## src/sv/drtfl_pkg.sv

```systemverilog
// Shared definitions for the dated rate table: field widths, status codes,
// date checks and tree sizing helpers.
// Depends on nothing; every other file imports it.
package drtfl_pkg;

	// Field widths of the request and response transactions.
	localparam int YEAR_W   = 14;
	localparam int MD_W     = 7;
	localparam int RATE_W   = 48;
	localparam int AMT_W    = 27;
	localparam int STATUS_W = 3;
	localparam int PROD_W   = 64;

	// Date key is year, month (4 bits) and day (5 bits) packed together.
	localparam int MON_KEY_W = 4;
	localparam int DAY_KEY_W = 5;
	localparam int KEY_W     = YEAR_W + MON_KEY_W + DAY_KEY_W;

	// Fixed point split of the rate and the amount.
	localparam int FRAC_W    = 16;
	localparam int RATE_HI_W = RATE_W - FRAC_W;
	localparam int AMT_MAG_W = AMT_W - 1;

	localparam int DEPTH_DEF = 1024;
	localparam int FAN       = 32;

	localparam logic [AMT_W-1:0] AMOUNT_LIMIT = AMT_W'(1000 << FRAC_W);

	// Calendar limits.
	localparam logic [YEAR_W-1:0] YEAR_MAX  = YEAR_W'(9999);
	localparam logic [MD_W-1:0]   MONTH_MAX = MD_W'(12);
	localparam logic [MD_W-1:0]   FEB       = MD_W'(2);
	localparam logic [MD_W-1:0]   APR       = MD_W'(4);
	localparam logic [MD_W-1:0]   JUN       = MD_W'(6);
	localparam logic [MD_W-1:0]   SEP       = MD_W'(9);
	localparam logic [MD_W-1:0]   NOV       = MD_W'(11);
	localparam logic [MD_W-1:0]   DAYS_LEAP = MD_W'(29);
	localparam logic [MD_W-1:0]   DAYS_FEB  = MD_W'(28);
	localparam logic [MD_W-1:0]   DAYS_30   = MD_W'(30);
	localparam logic [MD_W-1:0]   DAYS_31   = MD_W'(31);

	localparam logic CMD_LOAD  = 1'b0;
	localparam logic CMD_QUERY = 1'b1;

	typedef enum logic [STATUS_W-1:0] {
		ST_OK         = 3'd0,
		ST_BAD_DATE   = 3'd1,
		ST_NEG_AMOUNT = 3'd2,
		ST_BIG_AMOUNT = 3'd3,
		ST_NO_RATE    = 3'd4,
		ST_FULL       = 3'd5
	} status_t;

	// Update commands broadcast to every cell.
	typedef struct packed {
		logic ins;
		logic ovr;
	} cell_ctl_t;

	// What a cell offers to the selection tree: the floor entry's rate, and
	// whether that entry carries exactly the searched date.
	typedef struct packed {
		logic              dup;
		logic [RATE_W-1:0] rate;
	} leaf_t;

	// Node count at a given level of the selection tree.
	function automatic int level_width(input int n, input int l);
		int w;
		w = n;
		for (int i = 0; i < l; i++) begin
			w = (w + FAN - 1) / FAN;
		end
		return w;
	endfunction

	// Number of registered levels needed to reduce n leaves to one node.
	function automatic int tree_levels(input int n);
		int w;
		int lv;
		w  = n;
		lv = 0;
		while (w > 1) begin
			w  = (w + FAN - 1) / FAN;
			lv = lv + 1;
		end
		return (lv < 1) ? 1 : lv;
	endfunction

	// Calendar check; February has 29 days whenever the year is a multiple of 4.
	function automatic logic date_ok(input logic [YEAR_W-1:0] y, input logic [MD_W-1:0] m,
			input logic [MD_W-1:0] d);
		logic [MD_W-1:0] last;
		logic            ok;
		if (m == FEB) begin
			last = (y[1:0] == 2'b00) ? DAYS_LEAP : DAYS_FEB;
		end else if (m == APR || m == JUN || m == SEP || m == NOV) begin
			last = DAYS_30;
		end else begin
			last = DAYS_31;
		end
		ok = (y <= YEAR_MAX) && (m >= MD_W'(1)) && (m <= MONTH_MAX) &&
			(d >= MD_W'(1)) && (d <= last);
		return ok;
	endfunction

	function automatic logic [KEY_W-1:0] make_key(input logic [YEAR_W-1:0] y,
			input logic [MD_W-1:0] m, input logic [MD_W-1:0] d);
		return {y, m[MON_KEY_W-1:0], d[DAY_KEY_W-1:0]};
	endfunction

endpackage

```

## src/sv/drtfl_cell.sv

```systemverilog
// One cell of the sorted rate chain: holds one dated entry, compares it with
// the broadcast date and shifts toward its right neighbor on insertion.
// Depends on drtfl_pkg.
module drtfl_cell import drtfl_pkg::*; #(
	parameter int IDX   = 0,
	parameter int CNT_W = 11
) (
	input  logic              clk,
	input  logic [KEY_W-1:0]  new_key,
	input  logic [RATE_W-1:0] new_rate,
	input  logic [CNT_W-1:0]  count,
	input  cell_ctl_t         ctl,
	input  logic [KEY_W-1:0]  left_key,
	input  logic [RATE_W-1:0] left_rate,
	input  logic              left_gt,
	input  logic              right_le,
	output logic [KEY_W-1:0]  key,
	output logic [RATE_W-1:0] rate,
	output logic              gt,
	output logic              le,
	output leaf_t             leaf
);

	logic [KEY_W-1:0]  key_q;
	logic [RATE_W-1:0] rate_q;
	logic              occ;
	logic              eq;
	logic              sel;
	logic              take;

	// The entry is live when this slot lies below the fill count.
	assign occ = CNT_W'(IDX) < count;
	assign gt  = occ && (key_q > new_key);
	assign le  = occ && (key_q <= new_key);
	assign eq  = occ && (key_q == new_key);

	// The last entry not after the date is the floor; only it drives the tree.
	assign sel       = le && !right_le;
	assign leaf.rate = sel ? rate_q : '0;
	assign leaf.dup  = sel && eq;

	// Later entries shift right by one, and the first free slot is filled too.
	assign take = ctl.ins && (gt || (CNT_W'(IDX) == count));

	always_ff @(posedge clk) begin
		if (take) begin
			if (left_gt) begin
				key_q  <= left_key;
				rate_q <= left_rate;
			end else begin
				key_q  <= new_key;
				rate_q <= new_rate;
			end
		end else if (ctl.ovr && eq) begin
			rate_q <= new_rate;
		end
	end

	assign key  = key_q;
	assign rate = rate_q;

endmodule

```

## config.mk

```make
export PLATFORM = sky130hd
export DESIGN_NAME = drtfl_cell
export DESIGN_NICKNAME = d
export VERILOG_FILES = /design/src/sv/drtfl_pkg.sv /design/src/sv/drtfl_cell.sv
export SDC_FILE = /design/constraint.sdc
export NUM_CORES = 1
export LEC_CHECK = 0
export ABC_CLOCK_PERIOD_IN_PS = 3720
export BUFFER_PORTS_ARGS = -buffer_cell sky130_fd_sc_hd__buf_2
export CAP_MARGIN = 0
export CORE_MARGIN = 5
export CORE_UTILIZATION = 30
export DETAILED_ROUTE_END_ITERATION = 6
export PLACE_DENSITY_LB_ADDON = 0.2
export SLEW_MARGIN = 20
export SYNTH_ARGS = -nofsm -noshare
export SYNTH_HDL_FRONTEND = slang
export SYNTH_SLANG_ARGS = --single-unit
export TNS_END_PERCENT = 50
```

## constraint.sdc

```tcl
create_clock -name clk -period 3.72 [get_ports clk]
set_input_delay 0.186 -clock clk [delete_from_list [all_inputs] [get_ports clk]]
set_output_delay 0.186 -clock clk [all_outputs]
set_load 0.005 [all_outputs]
```

---- Word level (Yosys, flattened, before mapping) ----
Index checks and enable logic that the tools add are counted.
word-level totals
  register bits after elaboration ......... 71
  word-level logic and storage cells ...... 22
cells by class
  $lt $le $gt $ge ......................... 3
  equality and inequality tests ........... 1
  multiplexer cells ....................... 5
  reductions and logical operators ........ 11
operator list
  operator                                                                       number
  48-bit 2-to-1 mux                                                              4
  23-bit == test                                                                 1
  23-bit greater-than comparator                                                 1
  23-bit less-or-equal comparator                                                1
  23-bit 2-to-1 mux                                                              1
  11-bit zero test                                                               1
  1-bit by 11-bit less-than comparator with 1-bit output (first input constant)  1
  1-bit logical AND                                                              7
  2-bit nonzero test                                                             1
  1-bit zero test                                                                1
  1-bit logical OR                                                               1

---- Longest topological paths before layout ----
Gate-level depths: netlist of the first run.
  depth after elaboration ................. 5
  depth in mapped cells ................... 10
  depth with buffers taken out ............ 8

---- Worst setup path after synthesis of the first run ----
OpenSTA, ideal clock, no wires.
  path type ............................... reg2reg
  start ................................... register key_q[22], in the netlist key[22]
  end ..................................... register rate_q[0], in the netlist rate[0], enable pin
  setup time .............................. 0.404 ns
  arrival time ............................ 2.898 ns
  setup slack ............................. 0.418 ns
  cell stages (with the launch flop) ...... 8
  path buffers ............................ 1
  clock period less this slack ............ 3.302 ns
  cell sequence ........................... edfxtp_1 -> ha_1 -> nand4_2 -> or4_4 -> nor2_1 -> o21ba_2 -> clkbuf_1 -> a21o_1
between the ends
  longest elaborated chain between the ends .. 5
  elaborated cells on any way between the ends .. 8
  classes of those cells .................. order compare (1); eq/ne (1); reduce/logical (6)
RTL lines
  item                            RTL line          source
  start, declared                 drtfl_cell.sv:24  logic [KEY_W-1:0] key_q;
  start signal, assigned          drtfl_cell.sv:48  key_q <= left_key;
  start signal, assigned          drtfl_cell.sv:51  key_q <= new_key;
  23-bit greater-than comparator  drtfl_cell.sv:33  assign gt = occ && (key_q > new_key);
  1-bit logical AND               drtfl_cell.sv:33
  1-bit logical OR                drtfl_cell.sv:43  assign take = ctl.ins && (gt || (CNT_W'(IDX) == count));
  1-bit logical AND               drtfl_cell.sv:43
  2-bit nonzero test (no line) *  --
  end signal, assigned            drtfl_cell.sv:49  rate_q <= left_rate;
  end signal, assigned            drtfl_cell.sv:52  rate_q <= new_rate;
  end signal, assigned            drtfl_cell.sv:55  rate_q <= new_rate;
  end, declared                   drtfl_cell.sv:25  logic [RATE_W-1:0] rate_q;
Every way passes the cells marked *; elsewhere a longest branch is shown, timed or not.
A chain may end at the register's enable or synchronous reset.

==> results of run 1 <==
## cell type report
type                       count  area (sq um)
sequential                    71          2130
fill                        1277          7360
clock inverter                 7          96.3
inverter                      25          93.8
multi-input combinational    222          1740
timing repair buffer         281          1420
clock buffer                   9           225
tap                          176           220
## cells by family (layout without fill, tap and decap cells)
| family | after synthesis | count (layout) | synth area share |
|---|---|---|---|
| multiplexers | 49 | 49 | 0.135 |
| buffers and inverters | 46 | 322 | 0.0531 |
| adder cells (fa/ha/maj) | 23 | 23 | 0.0707 |
| flip-flops | 71 | 71 | 0.524 |
| AO/OA/AOI/OAI | 46 | 46 | 0.0627 |
| AND/OR/NAND/NOR | 104 | 104 | 0.155 |
## flip-flops by register name, summed over array words and instances (netlist names)
name and count:
key 23, rate 48
## metal layers
| layer | up-vias | wire length (um) | GRT usage |
|---|---|---|---|
| li1 | 1796 | - | - |
| met1 | 1674 | 4940 | 0.177 |
| met2 | 166 | 6680 | 0.280 |
| met3 | 9 | 1290 | 0.0622 |
| met4 | 0 | 142 | 0.0366 |
| met5 | - | 0 | 0 |
## worst max-delay path, delay by kind of cell (launching register included)
kind	cells	cell delay (ns)
buf+inv	2	0.45
compound gates	1	0.20
fa+ha+maj	1	0.35
flops	1	0.40
simple gates	4	1.22
## Yosys cell counts (all sizes together)
cell      n  share of area
o211ai    2         0.0037
nand4     5         0.0092
nor2      6         0.0061
o21ba     1         0.0025
o21a      1         0.0018
a21o      1         0.0018
nand2    29          0.027
nand2b    1         0.0015
clkbuf   11          0.010
buf      10          0.020
edfxtp   71           0.52
a21oi    13          0.017
nand3     3         0.0037
and2      1         0.0015
or2       1         0.0015
nor4      4         0.0061
nor3      4         0.0049
a22oi     1         0.0018
ha       23          0.071
nand3b    1         0.0018
mux2     49           0.14
or4       1         0.0028
o21ai    26          0.032
inv      25          0.023
nor3b    48          0.088
a2111oi   1         0.0022
## where the power goes
part / switching [uW] / internal, uW / leakage [uW]
combinational: 225 / 212 / 0.00193
clock: 332 / 588 / 0.000150
sequential: 25.0 / 958 / 0.000663
## per-stage QoR
stage                util  cell area (sq um)  cells
global route        0.446               5930    791
floorplan               -               4070    339
detailed placement  0.422               5610    775
global placement    0.422               5610    775
finish              0.446               5930    791
CTS                 0.446               5930    791
## worst paths after layout
path / from / end / depth (start not counted)
worst max-delay path: key[22] / leaf[3] / 8
worst max register to register: key[22] / key[18] / 7
worst min-delay path: left_rate[34] / rate[34] / 2
worst min register to register: key[22] / rate[41] / 6
==> key figures, run 1 <==
Status
  • Status: finished clean

Drt
  • Wire per inst: 16.5 um
  • Routed Antenna Nets: 0
  • DR DRC count: 0
  • Vias per inst: 4.61
  • Vias: 3,645
  • Detailed Route Iter0 Violations: around 160
  • Routed WL: 13.1 mm
  • Drt first pass iters: 4

Logic synthesis
  • Syn. warnings: 0
  • Syn Area/Cell: 12.0 sq um
  • Synth unique cells: 33
  • Seq cells post-synth: 71
  • Synth Cell Area: 4070 sq um
  • Sequential area share after synthesis: 0.524
  • Post-synthesis cell count: 339
  • Mapped Nets: 520

GRT
  • First-pass GRT wire length: 20.1 mm
  • GRT overflow: 0
  • Largest net degree at the start of global routing: about 50
  • Vias in the first global route: 3,868
  • Gr usage total: 0.157
  • Antenna violations before repair: 0

Die
  • Die Width: roughly 130 um
  • Core area: 13,300 sq um
  • Initial Utilization: 0.306
  • IO Pins: 280
  • Die height: 127 um
  • Die ar.: 16,000 sq um
  • # rows: 42

Finish
  • Share of cells above drive strength 1: 0.528
  • Most frequent cells in the layout: 279 x buf_2, 71 x edfxtp_1, 48 x nor3b_1
  • Layout area overhead: 45.7%
  • ANT cells: 0
  • Commonest non-fill, non-tap cell in the layout: buf_2
  • Fin nets: 791

STA
  • Fmax: 0.313 GHz
  • RSZ-0062 raised after global routing: no
  • Post-route minimum period: ~3.2 ns
  • Final setup viols: 0
  • Slew Limit Fails: 0
  • Hold Slack: around 0.13 ns
  • Slew Limit Headroom: 0.300
  • Final WS setup: 0.525 ns
  • Worst-Margin Slew: roughly 1.0 ns
  • Final setup TNS: 0 ns
  • Endpoints failing hold: 0
  • Clk_skew: 0.0111 ns
  • Final period util: 0.859

Worst setup path
  • Critical path's slowest cell: or4_4
  • Worst-path fanout max: 50
  • Crit path DAT: 3.01 ns
  • CP Cell Sequence: ha_1, nand4_2, or4_4, nor2_2, o21ba_2, buf_4, nor3b_1, buf_2
  • Flop2flop setup slack: 0.66 ns
  • Critical Path RT: 3.53 ns
  • Biggest cell delay along the critical path: 0.59 ns
  • Crit end category: output port
  • Setup Crit Path Kind: flip-flop to output port
  • Startpoint types: flip-flop

Clocking
  • CTS Buf Count: 9
  • Cts hold-fix bufs: 0
  • Post-CTS Resized: 0
  • Longest Clk Path Bufs: 2
  • Clock transition at path regs: roughly 0.06 ns
  • CTS tree: done
  • Htree depth: 3
  • Clock tree sinks: slightly above 70
  • Clk root buf: clkbuf_16
  • Post-CTS Setup Bufs: 0
  • Clk Latency, worst-skew pair: 0.33 ns

Power
  • PwrDens: 394 nW/um^2
  • Pleak: around 0.0027 uW
  • Peak supply drop: between 0.2 and 0.3 mV
  • Total power: between 2000 and 2500 uW

Placement
  • Post-DP HPWL: between 10 and 15 mm
  • Port Buffers: between 200 and 300
  • Routability Congestion: 0.809
  • Pre-CTS setup slack: about 0.55 ns

Job
  • Max_cap viols: 0

Min path
  • Hold Path Class: input port to flip-flop
(Power assumes the default switching activity.)
==> run 2, diff against run 1 <==
CORE_MARGIN = 1   (was 5)
==> key figures, run 2 (synthesis results as in run 1) <==
Drt
  • Detailed Route Iter0 Violations: 135
  • Routed Antenna Nets: 0
  • Drt first pass iters: 4
  • Routed WL: 12.4 mm
  • Vias: around 3,700
  • DR DRC count: 0
  • Wire per inst: 15.6 um
  • Vias per inst: 4.62

Min path
  • Hold Path Class: input port to flip-flop
  • HP Start: left_rate[27]
  • Worst Hold Depth: 2
  • Worst hold endpoint: rate[27]

Placement
  • Post-DP HPWL: 9.61 mm
  • Routability Congestion: 0.788
  • Pre-CTS setup slack: 0.393 ns
  • Port Buffers: 279

Clocking
  • Clock transition at path regs: 0.05 ns
  • Clk root buf: clkbuf_16
  • Cts hold-fix bufs: 0
  • Clk Latency, worst-skew pair: 0.33 ns
  • Post-CTS Resized: 0
  • Post-CTS Setup Bufs: 0
  • Clock tree sinks: 71
  • CTS tree: done
  • CTS Buf Count: 9
  • Htree depth: 3
  • Longest Clk Path Bufs: 2

Worst setup path
  • Reg-to-reg startpoint: key[22]
  • Crit path DAT: 3.15 ns
  • R2R depth: 6
  • Worst-path fanout max: 40
  • Flop2flop setup slack: ~0.8 ns
  • Reg2reg end: key[21]
  • Crit end category: output port
  • Setup Crit Path Kind: flip-flop to output port
  • Critical Path RT: 3.53 ns
  • Startpoint types: flip-flop

STA
  • Final setup viols: 0
  • Final period util: 0.896
  • Post-route minimum period: 3.33 ns
  • Fmax: 0.300 GHz
  • Clk_skew: ~0.0038 ns
  • Final WS setup: 0.388 ns
  • Slew Limit Headroom: 0.332
  • Worst-Margin Slew: 1.00 ns
  • RSZ-0062 raised after global routing: no
  • Endpoints failing hold: 0
  • Final setup TNS: 0 ns
  • Slew Limit Fails: 0

GRT
  • Largest net degree at the start of global routing: 50
  • GRT overflow: 0
  • Gr usage total: 0.176
  • First-pass GRT wire length: 18.9 mm
  • Antenna violations before repair: 2
  • Vias in the first global route: 3,636

Finish
  • Layout area overhead: 44.2%
  • Most frequent cells in the layout: 279 x buf_2, 71 x edfxtp_1, 48 x nor3b_1
  • Max FFs per register: 48
  • Share of cells above drive strength 1: 0.526
  • Fin nets: about 800
  • Multi-input logic area: 1740 sq um
  • Commonest non-fill, non-tap cell in the layout: buf_2
  • Register area: 2130 sq um
  • Fill count: 1,301

Die
  • IO Pins: 280
  • # rows: between 40 and 50
  • Initial Utilization: 0.308
  • Core area: 13,200 sq um
  • Die height: 119 um
  • Die ar.: 14,000 sq um
  • Die Width: 119 um

Status
  • Status: finished clean

Job
  • Max_cap viols: 0

Power
  • PwrDens: 369 nW/um^2
  • Peak supply drop: 0.233 mV
  • Pleak: 0.00272 uW
-- run 2: cell count changes in the layout (fill, tap and decap cells not counted), sizes merged --
cell,before,now
buf,281,282
bufinv,2,0
clkbuf,9,12
clkinvlp,2,0
diode,0,2
inv,26,25
-- run 2: final cells by class --
cell class                      instances  area share
Sequential cell                        71       0.363
Inverter                               25      0.0160
Clock inverter                          2     0.00170
Timing Repair Buffer                  282       0.244
Multi-Input combinational cell        222       0.297
Clock buffer                           12      0.0403
Tap cell                              176      0.0375
Antenna cell                            2    0.000852
-- run 2: metal layers --
metal	vias up	global-route usage	wire length [um]
met5	-	0	13
met4	2	0.0736	228
met3	16	0.0541	1030
met2	161	0.309	6150
met1	1685	0.198	4960
li1	1797	-	-
-- run 2: worst max path at each step --
| stage | cells past startpoint | slack, ns | start | endpoint |
|---|---|---|---|---|
| CTS | 9 | 0.31 | key[22] | leaf[6] |
| floorplan | 7 | 0.42 | key[22] | rate[0] |
| global route | 9 | 0.06 | key[22] | leaf[6] |
| finish | 8 | 0.39 | key[22] | leaf[6] |
| global placement | 6 | 0.50 | key[22] | rate[1] |
| detailed placement | 6 | 0.39 | key[22] | rate[4] |
-- run 2: per-stage QoR --
stage                util  cells  power, uW  area [sq um]  hold slack [ns]
floorplan               -    339       1220          4070            0.373
global placement    0.424    776       1440          5610            0.471
detailed placement  0.424    776       1440          5610            0.473
CTS                 0.442    790       2200          5860            0.121
global route        0.443    790       2270          5870            0.131
finish              0.443    792       2170          5870            0.134
-- run 2: report_power, final --
| part | leakage (uW) | switching [uW] | internal [uW] |
|---|---|---|---|
| Combinational | 0.00193 | 224 | 213 |
| Sequential | 0.000663 | 26.0 | 958 |
| Clock | 0.000122 | 303 | 442 |
| Total | 0.00272 | 554 | 1610 |
-- run 2: critical path: stages, from the launching register on --
cell and delay (ns):
edfxtp_1 0.41, ha_1 0.35, nand4_2 0.19, or4_4 0.59
nor2_2 0.15, o21ba_2 0.26, buf_4 0.30, nor3b_1 0.36
buf_2 0.18
